**src/rtl/pidaw_pkg.sv**
```systemverilog
// Shared types and constants of the PID regulator with anti-windup.
// Used by the input interface, the register bank, the datapath and the top level.
// No dependencies.
`default_nettype none

package pidaw_pkg;

  // Item command codes; code three has no meaning and is ignored.
  typedef enum logic [1:0] {
    CMD_SAMPLE = 2'd0,
    CMD_MANUAL = 2'd1,
    CMD_AUTO   = 2'd2
  } cmd_t;

  // Configuration register indexes.
  localparam int CfgIdxW = 3;
  localparam int CfgDataW = 16;

  localparam logic [CfgIdxW-1:0] REG_PROP_GAIN     = 3'd0;
  localparam logic [CfgIdxW-1:0] REG_INTEG_GAIN    = 3'd1;
  localparam logic [CfgIdxW-1:0] REG_DERIV_GAIN    = 3'd2;
  localparam logic [CfgIdxW-1:0] REG_DRIVE_MIN     = 3'd3;
  localparam logic [CfgIdxW-1:0] REG_DRIVE_MAX     = 3'd4;
  localparam logic [CfgIdxW-1:0] REG_SAMPLE_PERIOD = 3'd5;

  // Register reset values.
  localparam logic [15:0] PROP_GAIN_RST     = 16'h0100;
  localparam logic [15:0] INTEG_GAIN_RST    = 16'h0000;
  localparam logic [15:0] DERIV_GAIN_RST    = 16'h0000;
  localparam logic [15:0] DRIVE_MIN_RST     = 16'h8000;
  localparam logic [15:0] DRIVE_MAX_RST     = 16'h7FFF;
  localparam logic [15:0] SAMPLE_PERIOD_RST = 16'd1000;

  // Configuration as seen by the datapath. Signed fields are two's complement.
  typedef struct packed {
    logic [15:0] prop_gain;
    logic [15:0] integ_gain;
    logic [15:0] deriv_gain;
    logic [15:0] drive_min;
    logic [15:0] drive_max;
    logic [15:0] sample_period;
  } pidaw_cfg_t;

  // Controller state; the integral is Q16.8.
  typedef struct packed {
    logic [15:0] held_drive;
    logic [23:0] integral;
    logic [15:0] prev_meas;
    logic [31:0] last_ms;
    logic        auto_on;
  } pidaw_state_t;

  // One input beat.
  typedef struct packed {
    cmd_t        cmd;
    logic [31:0] time_ms;
    logic [15:0] measured;
    logic [15:0] target;
    logic [15:0] manual_drive;
  } pidaw_item_t;

  // One result beat.
  typedef struct packed {
    logic [15:0] drive;
    logic        updated;
    logic        automatic_res;
  } pidaw_res_t;

endpackage

`default_nettype wire

```
**src/rtl/pidaw_in_if.sv**
```systemverilog
// Input channel of the PID regulator: valid/ready handshake and item fields.
// Depends on pidaw_pkg for the command type.
`default_nettype none

interface pidaw_in_if;
  logic               valid;
  logic               ready;
  pidaw_pkg::cmd_t    cmd;
  logic        [31:0] time_ms;
  logic        [15:0] measured;
  logic        [15:0] target;
  logic        [15:0] manual_drive;

  modport source (
    output valid, cmd, time_ms, measured, target, manual_drive,
    input  ready
  );

  modport sink (
    input  valid, cmd, time_ms, measured, target, manual_drive,
    output ready
  );
endinterface

`default_nettype wire

```
**src/rtl/pidaw_out_if.sv**
```systemverilog
// Result channel of the PID regulator: valid/ready handshake and result fields.
// No dependencies.
`default_nettype none

interface pidaw_out_if;
  logic        valid;
  logic        ready;
  logic [15:0] drive;
  logic        updated;
  logic        automatic_res;

  modport source (
    output valid, drive, updated, automatic_res,
    input  ready
  );

  modport sink (
    input  valid, drive, updated, automatic_res,
    output ready
  );
endinterface

`default_nettype wire

```
**src/rtl/pidaw_cfg.sv**
```systemverilog
// Configuration register bank of the PID regulator, written through a plain
// write port. Depends on pidaw_pkg.
`default_nettype none

module pidaw_cfg (
  input  wire logic                           clk,
  input  wire logic                           rst_n,
  input  wire logic                           cfg_we,
  input  wire logic [pidaw_pkg::CfgIdxW-1:0]  cfg_index,
  input  wire logic [pidaw_pkg::CfgDataW-1:0] cfg_wdata,
  output pidaw_pkg::pidaw_cfg_t               cfg
);

  pidaw_pkg::pidaw_cfg_t cfg_r;
  pidaw_pkg::pidaw_cfg_t cfg_nxt;

  // Decode the write to one register; other indexes are dropped.
  always_comb begin
    cfg_nxt = cfg_r;
    if (cfg_we) begin
      case (cfg_index)
        pidaw_pkg::REG_PROP_GAIN:     cfg_nxt.prop_gain     = cfg_wdata;
        pidaw_pkg::REG_INTEG_GAIN:    cfg_nxt.integ_gain    = cfg_wdata;
        pidaw_pkg::REG_DERIV_GAIN:    cfg_nxt.deriv_gain    = cfg_wdata;
        pidaw_pkg::REG_DRIVE_MIN:     cfg_nxt.drive_min     = cfg_wdata;
        pidaw_pkg::REG_DRIVE_MAX:     cfg_nxt.drive_max     = cfg_wdata;
        pidaw_pkg::REG_SAMPLE_PERIOD: cfg_nxt.sample_period = cfg_wdata;
        default:                      cfg_nxt = cfg_r;
      endcase
    end
  end

  always_ff @(posedge clk) begin
    if (!rst_n) begin
      cfg_r.prop_gain     <= pidaw_pkg::PROP_GAIN_RST;
      cfg_r.integ_gain    <= pidaw_pkg::INTEG_GAIN_RST;
      cfg_r.deriv_gain    <= pidaw_pkg::DERIV_GAIN_RST;
      cfg_r.drive_min     <= pidaw_pkg::DRIVE_MIN_RST;
      cfg_r.drive_max     <= pidaw_pkg::DRIVE_MAX_RST;
      cfg_r.sample_period <= pidaw_pkg::SAMPLE_PERIOD_RST;
    end else begin
      cfg_r <= cfg_nxt;
    end
  end

  assign cfg = cfg_r;

endmodule

`default_nettype wire

```
**src/rtl/pidaw_core.sv**
```systemverilog
// Combinational datapath of the PID regulator: from the current state, the
// configuration and one item it forms the next state and the result.
// Depends on pidaw_pkg.
`default_nettype none

module pidaw_core (
  input  wire pidaw_pkg::pidaw_cfg_t   cfg,
  input  wire pidaw_pkg::pidaw_state_t st,
  input  wire pidaw_pkg::pidaw_item_t  item,
  output pidaw_pkg::pidaw_state_t      st_nxt,
  output pidaw_pkg::pidaw_res_t        res
);

  // Clamp that tests the upper limit first, so inverted limits end at one of them.
  function automatic logic signed [34:0] clamp(
    input logic signed [34:0] v,
    input logic signed [34:0] lo,
    input logic signed [34:0] hi
  );
    logic signed [34:0] r;
    if (v > hi) r = hi;
    else if (v < lo) r = lo;
    else r = v;
    return r;
  endfunction

  logic signed [16:0] err;
  logic signed [16:0] dmeas;
  logic signed [32:0] p_prod;
  logic signed [32:0] i_prod;
  logic signed [32:0] d_prod;
  logic signed [34:0] lim_lo_q8;
  logic signed [34:0] lim_hi_q8;
  logic signed [34:0] lim_lo;
  logic signed [34:0] lim_hi;
  logic signed [34:0] integ_ext;
  logic signed [34:0] integ_sum;
  logic signed [34:0] integ_clamped;
  logic signed [34:0] drive_sum;
  logic signed [34:0] drive_floor;
  logic signed [34:0] drive_clamped;
  logic signed [34:0] held_ext;
  logic signed [34:0] held_clamped;
  logic        [31:0] elapsed;
  logic               due;
  logic               upd;

  // Error and measurement step are plain integers, so each product is Q.8.
  assign err   = $signed({item.target[15], item.target}) -
                 $signed({item.measured[15], item.measured});
  assign dmeas = $signed({item.measured[15], item.measured}) -
                 $signed({st.prev_meas[15], st.prev_meas});

  assign p_prod = $signed(cfg.prop_gain) * err;
  assign i_prod = $signed(cfg.integ_gain) * err;
  assign d_prod = $signed(cfg.deriv_gain) * dmeas;

  // Limits in integer and in Q.8 scale.
  assign lim_lo    = {{19{cfg.drive_min[15]}}, cfg.drive_min};
  assign lim_hi    = {{19{cfg.drive_max[15]}}, cfg.drive_max};
  assign lim_lo_q8 = {{11{cfg.drive_min[15]}}, cfg.drive_min, 8'h00};
  assign lim_hi_q8 = {{11{cfg.drive_max[15]}}, cfg.drive_max, 8'h00};

  // Integral update with anti-windup clamp.
  assign integ_ext     = {{11{st.integral[23]}}, st.integral};
  assign integ_sum     = integ_ext + {{2{i_prod[32]}}, i_prod};
  assign integ_clamped = clamp(integ_sum, lim_lo_q8, lim_hi_q8);

  // Drive sum in Q.8, floored to an integer, then clamped.
  assign drive_sum     = {{2{p_prod[32]}}, p_prod} + integ_clamped -
                         {{2{d_prod[32]}}, d_prod};
  assign drive_floor   = drive_sum >>> 8;
  assign drive_clamped = clamp(drive_floor, lim_lo, lim_hi);

  // Bumpless start loads the clamped held drive into the integral.
  assign held_ext     = {{19{st.held_drive[15]}}, st.held_drive};
  assign held_clamped = clamp(held_ext, lim_lo, lim_hi);

  // Elapsed time wraps modulo 2^32.
  assign elapsed = item.time_ms - st.last_ms;
  assign due     = elapsed >= {16'h0000, cfg.sample_period};

  // Command decode and state update.
  always_comb begin
    st_nxt = st;
    upd    = 1'b0;
    case (item.cmd)
      pidaw_pkg::CMD_SAMPLE: begin
        if (st.auto_on && due) begin
          st_nxt.integral   = integ_clamped[23:0];
          st_nxt.held_drive = drive_clamped[15:0];
          st_nxt.prev_meas  = item.measured;
          st_nxt.last_ms    = item.time_ms;
          upd               = 1'b1;
        end
      end
      pidaw_pkg::CMD_MANUAL: begin
        st_nxt.held_drive = item.manual_drive;
        st_nxt.auto_on    = 1'b0;
      end
      pidaw_pkg::CMD_AUTO: begin
        if (!st.auto_on) begin
          st_nxt.prev_meas = item.measured;
          st_nxt.integral  = {held_clamped[15:0], 8'h00};
        end
        st_nxt.auto_on = 1'b1;
      end
      default: begin
        st_nxt = st;
      end
    endcase
  end

  assign res.drive         = st_nxt.held_drive;
  assign res.updated       = upd;
  assign res.automatic_res = st_nxt.auto_on;

endmodule

`default_nettype wire

```
**src/rtl/pid_controller_antiwindup_top.sv**
```systemverilog
// PID regulator with clamped integral and derivative on the measurement.
//
// Channels: in_ch takes one item per beat (sample, set manual, set automatic);
// out_ch returns exactly one result beat per item, in order: the held drive,
// whether this item computed a new drive, and the current mode. The cfg port
// writes the gain, limit and sample period registers; write only while idle.
//
// Pipeline: an accepted item is held in the input register, and its result is
// loaded into the output register once the result slot is free, which raises
// out valid. Throughput is one item per cycle while out_ch stays ready:
// the state update is a single pass of three 16x17 multiplies, two adds
// and three clamps from the input register to the state and result registers.
//
// Reset (synchronous, rst_n low): both pipeline registers empty, controller
// state zero in manual mode, registers at their reset values.
// Stall: while out_ch is not ready the result stays put, the input register
// keeps one more item, and in_ch ready drops once both are full.
// Depends on pidaw_pkg, pidaw_in_if, pidaw_out_if, pidaw_cfg, pidaw_core.
`default_nettype none

module pid_controller_antiwindup_top (
  input  wire logic                           clk,
  input  wire logic                           rst_n,
  input  wire logic                           cfg_we,
  input  wire logic [pidaw_pkg::CfgIdxW-1:0]  cfg_index,
  input  wire logic [pidaw_pkg::CfgDataW-1:0] cfg_wdata,
  pidaw_in_if.sink                            in_ch,
  pidaw_out_if.source                         out_ch
);

  pidaw_pkg::pidaw_cfg_t   cfg;
  pidaw_pkg::pidaw_state_t st_r;
  pidaw_pkg::pidaw_state_t st_nxt;
  pidaw_pkg::pidaw_item_t  s1_item_r;
  pidaw_pkg::pidaw_res_t   res_nxt;
  pidaw_pkg::pidaw_res_t   out_res_r;
  logic                    s1_valid_r;
  logic                    out_valid_r;
  logic                    s1_adv;
  logic                    in_take;

  // Register bank.
  pidaw_cfg u_cfg (
    .clk       (clk),
    .rst_n     (rst_n),
    .cfg_we    (cfg_we),
    .cfg_index (cfg_index),
    .cfg_wdata (cfg_wdata),
    .cfg       (cfg)
  );

  // Datapath between the input register and the state/result registers.
  pidaw_core u_core (
    .cfg    (cfg),
    .st     (st_r),
    .item   (s1_item_r),
    .st_nxt (st_nxt),
    .res    (res_nxt)
  );

  // Handshake: the input register moves on whenever the result slot is free.
  assign s1_adv      = s1_valid_r && (!out_valid_r || out_ch.ready);
  assign in_ch.ready = !s1_valid_r || s1_adv;
  assign in_take     = in_ch.valid && in_ch.ready;

  // Control and state registers.
  always_ff @(posedge clk) begin
    if (!rst_n) begin
      s1_valid_r  <= 1'b0;
      out_valid_r <= 1'b0;
      st_r        <= '0;
    end else begin
      if (in_take) begin
        s1_valid_r <= 1'b1;
      end else if (s1_adv) begin
        s1_valid_r <= 1'b0;
      end
      if (s1_adv) begin
        out_valid_r <= 1'b1;
        st_r        <= st_nxt;
      end else if (out_ch.ready) begin
        out_valid_r <= 1'b0;
      end
    end
  end

  // Payload registers.
  always_ff @(posedge clk) begin
    if (in_take) begin
      s1_item_r.cmd          <= in_ch.cmd;
      s1_item_r.time_ms      <= in_ch.time_ms;
      s1_item_r.measured     <= in_ch.measured;
      s1_item_r.target       <= in_ch.target;
      s1_item_r.manual_drive <= in_ch.manual_drive;
    end
    if (s1_adv) begin
      out_res_r <= res_nxt;
    end
  end

  assign out_ch.valid         = out_valid_r;
  assign out_ch.drive         = out_res_r.drive;
  assign out_ch.updated       = out_res_r.updated;
  assign out_ch.automatic_res = out_res_r.automatic_res;

  // A new drive is only ever computed in automatic mode.
  a_upd_auto: assert property (@(posedge clk) disable iff (!rst_n)
    out_valid_r && out_res_r.updated |-> out_res_r.automatic_res)
    else $error("updated result reported outside automatic mode");

  // A set-manual item always leaves the controller in manual mode.
  a_manual_off: assert property (@(posedge clk) disable iff (!rst_n)
    s1_adv && (s1_item_r.cmd == pidaw_pkg::CMD_MANUAL) |=> !st_r.auto_on)
    else $error("controller still automatic after a set-manual item");

  // The controller state does not move while the pipeline is stalled.
  a_state_hold: assert property (@(posedge clk) disable iff (!rst_n)
    s1_valid_r && !s1_adv |=> $stable(st_r))
    else $error("controller state changed during a stall");

  // A result slot that is full and not taken stays full.
  a_out_keep: assert property (@(posedge clk) disable iff (!rst_n)
    out_valid_r && !out_ch.ready |=> out_valid_r)
    else $error("result dropped while the receiver stalled");

endmodule

`default_nettype wire

```
**src/flat_wrapper.sv**
```systemverilog
// flat-port wrapper written by rule: the top's interface ports become plain ports
module pid_controller_antiwindup_top_flat 
  (clk, rst_n, cfg_we, cfg_index, cfg_wdata, in_ch_valid, in_ch_cmd, in_ch_time_ms, in_ch_measured, in_ch_target, in_ch_manual_drive, in_ch_ready, out_ch_valid, out_ch_drive, out_ch_updated, out_ch_automatic_res, out_ch_ready);
  pidaw_in_if in_ch_i ();
  pidaw_out_if out_ch_i ();
  input  wire logic clk;
  input  wire logic rst_n;
  input  wire logic cfg_we;
  input  wire logic [pidaw_pkg::CfgIdxW-1:0] cfg_index;
  input  wire logic [pidaw_pkg::CfgDataW-1:0] cfg_wdata;
  input wire logic [$bits(in_ch_i.valid)-1:0] in_ch_valid;
  input wire logic [$bits(in_ch_i.cmd)-1:0] in_ch_cmd;
  input wire logic [$bits(in_ch_i.time_ms)-1:0] in_ch_time_ms;
  input wire logic [$bits(in_ch_i.measured)-1:0] in_ch_measured;
  input wire logic [$bits(in_ch_i.target)-1:0] in_ch_target;
  input wire logic [$bits(in_ch_i.manual_drive)-1:0] in_ch_manual_drive;
  output wire logic [$bits(in_ch_i.ready)-1:0] in_ch_ready;
  output wire logic [$bits(out_ch_i.valid)-1:0] out_ch_valid;
  output wire logic [$bits(out_ch_i.drive)-1:0] out_ch_drive;
  output wire logic [$bits(out_ch_i.updated)-1:0] out_ch_updated;
  output wire logic [$bits(out_ch_i.automatic_res)-1:0] out_ch_automatic_res;
  input wire logic [$bits(out_ch_i.ready)-1:0] out_ch_ready;
  assign in_ch_i.valid = in_ch_valid;
  assign in_ch_i.cmd = in_ch_cmd;
  assign in_ch_i.time_ms = in_ch_time_ms;
  assign in_ch_i.measured = in_ch_measured;
  assign in_ch_i.target = in_ch_target;
  assign in_ch_i.manual_drive = in_ch_manual_drive;
  assign in_ch_ready = in_ch_i.ready;
  assign out_ch_valid = out_ch_i.valid;
  assign out_ch_drive = out_ch_i.drive;
  assign out_ch_updated = out_ch_i.updated;
  assign out_ch_automatic_res = out_ch_i.automatic_res;
  assign out_ch_i.ready = out_ch_ready;
  pid_controller_antiwindup_top u_core (.clk(clk), .rst_n(rst_n), .cfg_we(cfg_we), .cfg_index(cfg_index), .cfg_wdata(cfg_wdata), .in_ch(in_ch_i), .out_ch(out_ch_i));
endmodule
```
**config.mk**
```make
export PLATFORM = sky130hd
export DESIGN_NAME = pid_controller_antiwindup_top_flat
export DESIGN_NICKNAME = d
export VERILOG_FILES = /design/src/rtl/pidaw_pkg.sv /design/src/rtl/pidaw_in_if.sv /design/src/rtl/pidaw_out_if.sv /design/src/rtl/pidaw_cfg.sv /design/src/rtl/pidaw_core.sv /design/src/rtl/pid_controller_antiwindup_top.sv /design/src/flat_wrapper.sv
export SDC_FILE = /design/constraint.sdc
export NUM_CORES = 2
export LEC_CHECK = 0
export ABC_CLOCK_PERIOD_IN_PS = 29100
export BUFFER_PORTS_ARGS = -buffer_cell sky130_fd_sc_hd__buf_2
export CORE_UTILIZATION = 50
export DETAILED_ROUTE_END_ITERATION = 12
export HOLD_SLACK_MARGIN = 0.06
export PLACE_DENSITY = 0.65
export SLEW_MARGIN = 40
export SYNTH_ARGS = -nofsm -noshare
export SYNTH_HDL_FRONTEND = slang
export SYNTH_SLANG_ARGS = --single-unit
```
**constraint.sdc**
```tcl
create_clock -name clk -period 29.1 [get_ports clk]
set_input_delay 1.455 -clock clk [delete_from_list [all_inputs] [get_ports clk]]
set_output_delay 1.455 -clock clk [all_outputs]
set_load 0.005 [all_outputs]
```
Word level (Yosys, flattened, before mapping):

Index checks and enable logic that the tools add are counted.

* flip-flop bits (word level): 287
* latch bits: 0
* bits in writable memories: 0
* bits in read-only memories: 0
* input port bits: 106
* output and inout port bits: 20
* word-level logic and storage cells: 82
* memories kept: 0

* add/subtract/negate cells: 6
* $mul: 3
* div/mod/pow operators: 0
* magnitude comparators: 7
* eq/ne operators: 9
* shifts and indexed selects: 0
* multiplexer cells: 16
* bitwise operators: 0
* reductions and logical operators: 20

Operators with widths (count)
* multiplier 16 x 17 -> 33 bit: 3
* 2-to-1 mux 88 bit: 1
* one-hot mux 40 bit (2 select lines): 1
* 2-to-1 mux 35 bit: 2
* 2-to-1 mux 16 bit: 4
* 2-to-1 mux 40 bit: 1
* adder 35 bit: 1
* subtractor 35 bit: 1
* adder 24 x 33 -> 34 bit: 1
* > comparator 34 x 24 -> 1 bit: 1
* < comparator 34 x 24 -> 1 bit: 1
* subtractor 16 x 16 -> 17 bit: 2
* greater-or-equal comparator 32 x 16 -> 1 bit: 1
* one-hot mux 16 bit (2 select lines): 1
* subtractor 32 bit: 1
* > comparator 27 x 16 -> 1 bit: 1
* < comparator 27 x 16 -> 1 bit: 1
* > comparator 16 bit: 1
* < comparator 16 bit: 1
* AND reduction 2 bit: 6
* equality test 3 x 2 -> 1 bit (second input constant): 2
* equality test 3 bit (second input constant): 2
* nonzero test 2 bit: 3
* 2-to-1 mux 1 bit: 5
* other kinds (12): 17

Depth between registers and ports, before layout:

* depth in word-level cells: 13
* gate-level depth with buffers: 76
* gate-level depth less buffers: 72

By module:

Synthesis repeated with hierarchy kept, for this count alone.

* cell total of the unflattened synthesis: 6005
* area total of the unflattened synthesis: 53810.4 um2

By module, submodules not included
* pidaw_core: times used 1, cells each 5158, area an instance 43414.1 um2, sequential area each 0.0 um2
* pid_controller_antiwindup_top: times used 1, cells each 495, area an instance 6732.7 um2, sequential area each 4824.6 um2
* pidaw_cfg: times used 1, cells each 352, area an instance 3663.5 um2, sequential area each 1921.8 um2

Least setup slack after synthesis:

OpenSTA, ideal clock, no wires.

* path type: register to register
* from: register u_core.s1_item_r[34] in the netlist's numbering
* to: register u_core.out_res_r, in the netlist u_core.out_ch.drive[15], data pin
* library setup time: 254 ps
* arrival time: 15979 ps
* required time: 28846 ps
* path slack: 12867 ps
* cell stages (with the launch flop): 72
* path buffers: 6
* period minus slack after synthesis: 16233 ps
* cells stage by stage: edfxtp_1 inv_1 ha_1 nor2b_1 o21ai_0 a21boi_0 o21ai_0 a21boi_0 o21ai_0 a21oi_1 o41ai_1 o221a_2 a31o_2 clkbuf_1 clkbuf_1 nand2_1 fa_1 inv_1 (+36 left out) a21oi_1 a211o_1 a31oi_1 o31ai_1 xor2_1 ha_1 a21o_1 a21oi_1 nand3_1 o21ai_0 and3_1 o211a_1 nor2_1 buf_2 mux2i_1 o21ai_0 a22o_1 a21o_1

RTL lines
* start, declared: line pid_controller_antiwindup_top.sv:34 `pidaw_pkg::pidaw_item_t s1_item_r;`
* end signal, assigned: line pid_controller_antiwindup_top.sv:97 `out_res_r <= res_nxt;`
* end, declared: line pid_controller_antiwindup_top.sv:36 `pidaw_pkg::pidaw_res_t out_res_r;`

==> impl_metrics.yaml <==
clock_network:
  htreeDepth: 2
  post_cts_resized: 0
  clock_latency_ns: 0.61
  cts_setup_buffers: 0
  cts_buffer_depth: 3
  cts.reportedPaths.clkPinSlew_ns: 0.06
  cts_sinks: 287
  postCtsHoldBufs: 0
  numCtsBuffers: 37
  cts_tree: "yes"
  root_buffer: "clkbuf_16"
timing:
  fin_crit_sh: 0.614
  finalMaxSlewViolations: 0
  worstMarginPinSlew_ns: 0.909
  fin_skew_ns: 0.0417
  period_needed_ns: 17.88
  final_hold_viol_count: 0
  fmax_mhz: 55.9
  setup_viol: 0
  grt_setup_unrepaired: "false"
  timing.slew.headroom: 0.393
  tns_ns: 0
synth:
  ys_seq_area_frac: 0.130
  synth-edff-count: 100
  ys_top_cells_by_area: "fa_1 34%, ha_1 12%, inv_1 8.5%"
  syn_inst: 5811
  postSynthAreaPerCell_sq_um: 8.93
  synth_area_sq_um: 51900
  ys_types: 86
  synth_seq_cells: 287
  synthArstFlopShare: 0
  synth_common_cells: "1,177 x inv_1, 887 x fa_1, 731 x nand2_1"
  yosys.area.top_type_share: 0.342
  synth_nets: 7316
  yosysMostFrequentCell: "inv_1"
  yosysWarnings: 0
  synthFlopType: "dfxtp_1"
  yosysTopAreaCell: "fa_1"
setup_path:
  arrival_ns: 18.21
  cp_slowest_cell: "a2111oi_0"
  required_ns: 29.43
  cpPeakStageDelay_ns: 0.68
  crit_path_start_kind: "flop"
  crit_fanout: 35
  cp-end-kind: "flop"
  crit_top_cell: "ha_1"
  critical_path_class: "reg2reg"
detailed_routing:
  via_count: 40200
  ant_nets: 0
  drtIter0Drc: 3020
  dr.pass1.iters: 5
  drc: 0
  routed_wirelength_microns: 147000
  wl_per_cell_microns: 20.5
  vias_per_cell: 5.60
placement:
  portBuffers: 125
  placed_cells: 7113
  place.gp.congestion: 0.984
  dp_hpwl_microns: 117000
power:
  vdd_drop_max_mv: 0.217
  p_per_area_nw_per_um2: 76.4
  p_leak_uw: 0.0253
floorplanning:
  core_sq_um: 102000
  die_area_sq_um: 105000
  rows: 117
  die_w_microns: 324
  ioPinCount: 126
  initial_utilization: 0.507
  die_y_microns: 324
grt:
  grt_overflow: 0
  grt_util_all_layers: 0.292
  grt_max_degree: 70
  antenna_found_initial: 5
  grt_pass1_vias: 41100
  grt_pass1_wl_microns: 234000
final_layout:
  drive_gt1_frac: 0.0590
  fill_cells: 9465
  stdcell_count: 7182
  final_nets: 7289
  area_growth_pct: 6.42
hold_path:
  min_path_type: "reg2reg"
run:
  max_cap_viol_count: 0
run_status:
  status: "finished, final reports clean"
-- cell type report --
cell class	instances	area (sq um)	area share
multi-input combinational	4102	40000	0.725
antenna	2	5.00	0.0000907
tap	1368	1710	0.0310
sequential	287	6770	0.123
clock buffer	45	966	0.0175
timing repair buffer	178	1030	0.0186
inverter	1178	4420	0.0802
clock inverter	22	260	0.00471
-- registers in the layout, summed over array words and instances (netlist names) --
| signal | cells |
|---|---|
| u_core.out_ch.valid | 1 |
| u_core.out_ch.automatic_res | 1 |
| u_core.out_ch.drive | 16 |
| u_core.out_ch.updated | 1 |
| u_core.st_r | 89 |
| u_core.s1_item_r | 82 |
| u_core.u_cfg.cfg | 96 |
| u_core.s1_valid_r | 1 |
-- cells by family after synthesis --
family / Yosys count / synth area share
buffers and inverters: 1422 / 0.103
AO/OA/AOI/OAI: 836 / 0.108
XOR/XNOR: 175 / 0.0296
adder cells (fa/ha/maj): 1404 / 0.467
AND/OR/NAND/NOR: 1636 / 0.152
multiplexers: 51 / 0.0103
flip-flops: 287 / 0.130
-- layer usage --
| metal | global-route usage | part of all wire | vias up | wire length, microns |
|---|---|---|---|---|
| met1 | 0.405 | 0.43 | 20300 | 63600 |
| met4 | 0.0927 | 0.033 | 8 | 4870 |
| met5 | 0 | 0.00039 | - | 57 |
| met3 | 0.0391 | 0.069 | 280 | 10200 |
| met2 | 0.472 | 0.46 | 1336 | 68200 |
| li1 | - | - | 18300 | - |
-- layout by cell type, fill, tap and decap left out, drive strengths merged, types with 101 or more instances in the layout --
cell type	synthesis	routed
a21o	101	101
ha	512	512
and2	306	306
xnor2	124	124
nand2	731	731
buf	27	178
a21oi	261	261
o21ai	134	134
nand3	117	117
inv	1177	1183
fa	887	887
dfxtp	187	187
nor2	144	144
-- through the flow --
stage,area (sq um),hold slack (ns),util,worst slack [ns],total power (uW)
floorplan,51900,0.436,-,12.87,2790
global placement,53800,0.442,0.526,11.26,3630
detailed placement,53900,0.448,0.527,11.13,3650
CTS,55200,0.456,0.539,10.99,4160
global route,55200,0.472,0.539,9.80,4570
finish,55200,0.453,0.539,11.22,4220
-- critical path: cells and delay by family, from the launching register on --
| kind | cells | cell delay (ns) |
|---|---|---|
| flops | 1 | 0.41 |
| fa+ha+maj | 13 | 4.91 |
| buf+inv | 7 | 0.73 |
| compound gates | 29 | 7.58 |
| simple gates | 15 | 3.13 |
| xor+xnor | 3 | 0.58 |
| mux | 1 | 0.18 |
-- power by group --
part / switching (uW) / leakage, uW / internal, uW
logic: 2040 / 0.0223 / 1250
registers: 20.0 / 0.00249 / 431
clock network: 197 / 0.000587 / 276
total: 2260 / 0.0253 / 1960
-- worst paths after layout --
path / startpoint / endpoint / slack (ns) / depth (start not counted)
max: u_core.s1_item_r[32] / u_core.out_ch.drive[9] / 11.22 / 68
min: u_core.st_r[19] / u_core.st_r[19] / 0.45 / 2
max reg2reg: u_core.s1_item_r[32] / u_core.out_ch.drive[9] / 11.22 / 68
min reg2reg: u_core.st_r[19] / u_core.st_r[19] / 0.45 / 2
(Power assumes the default switching activity.)
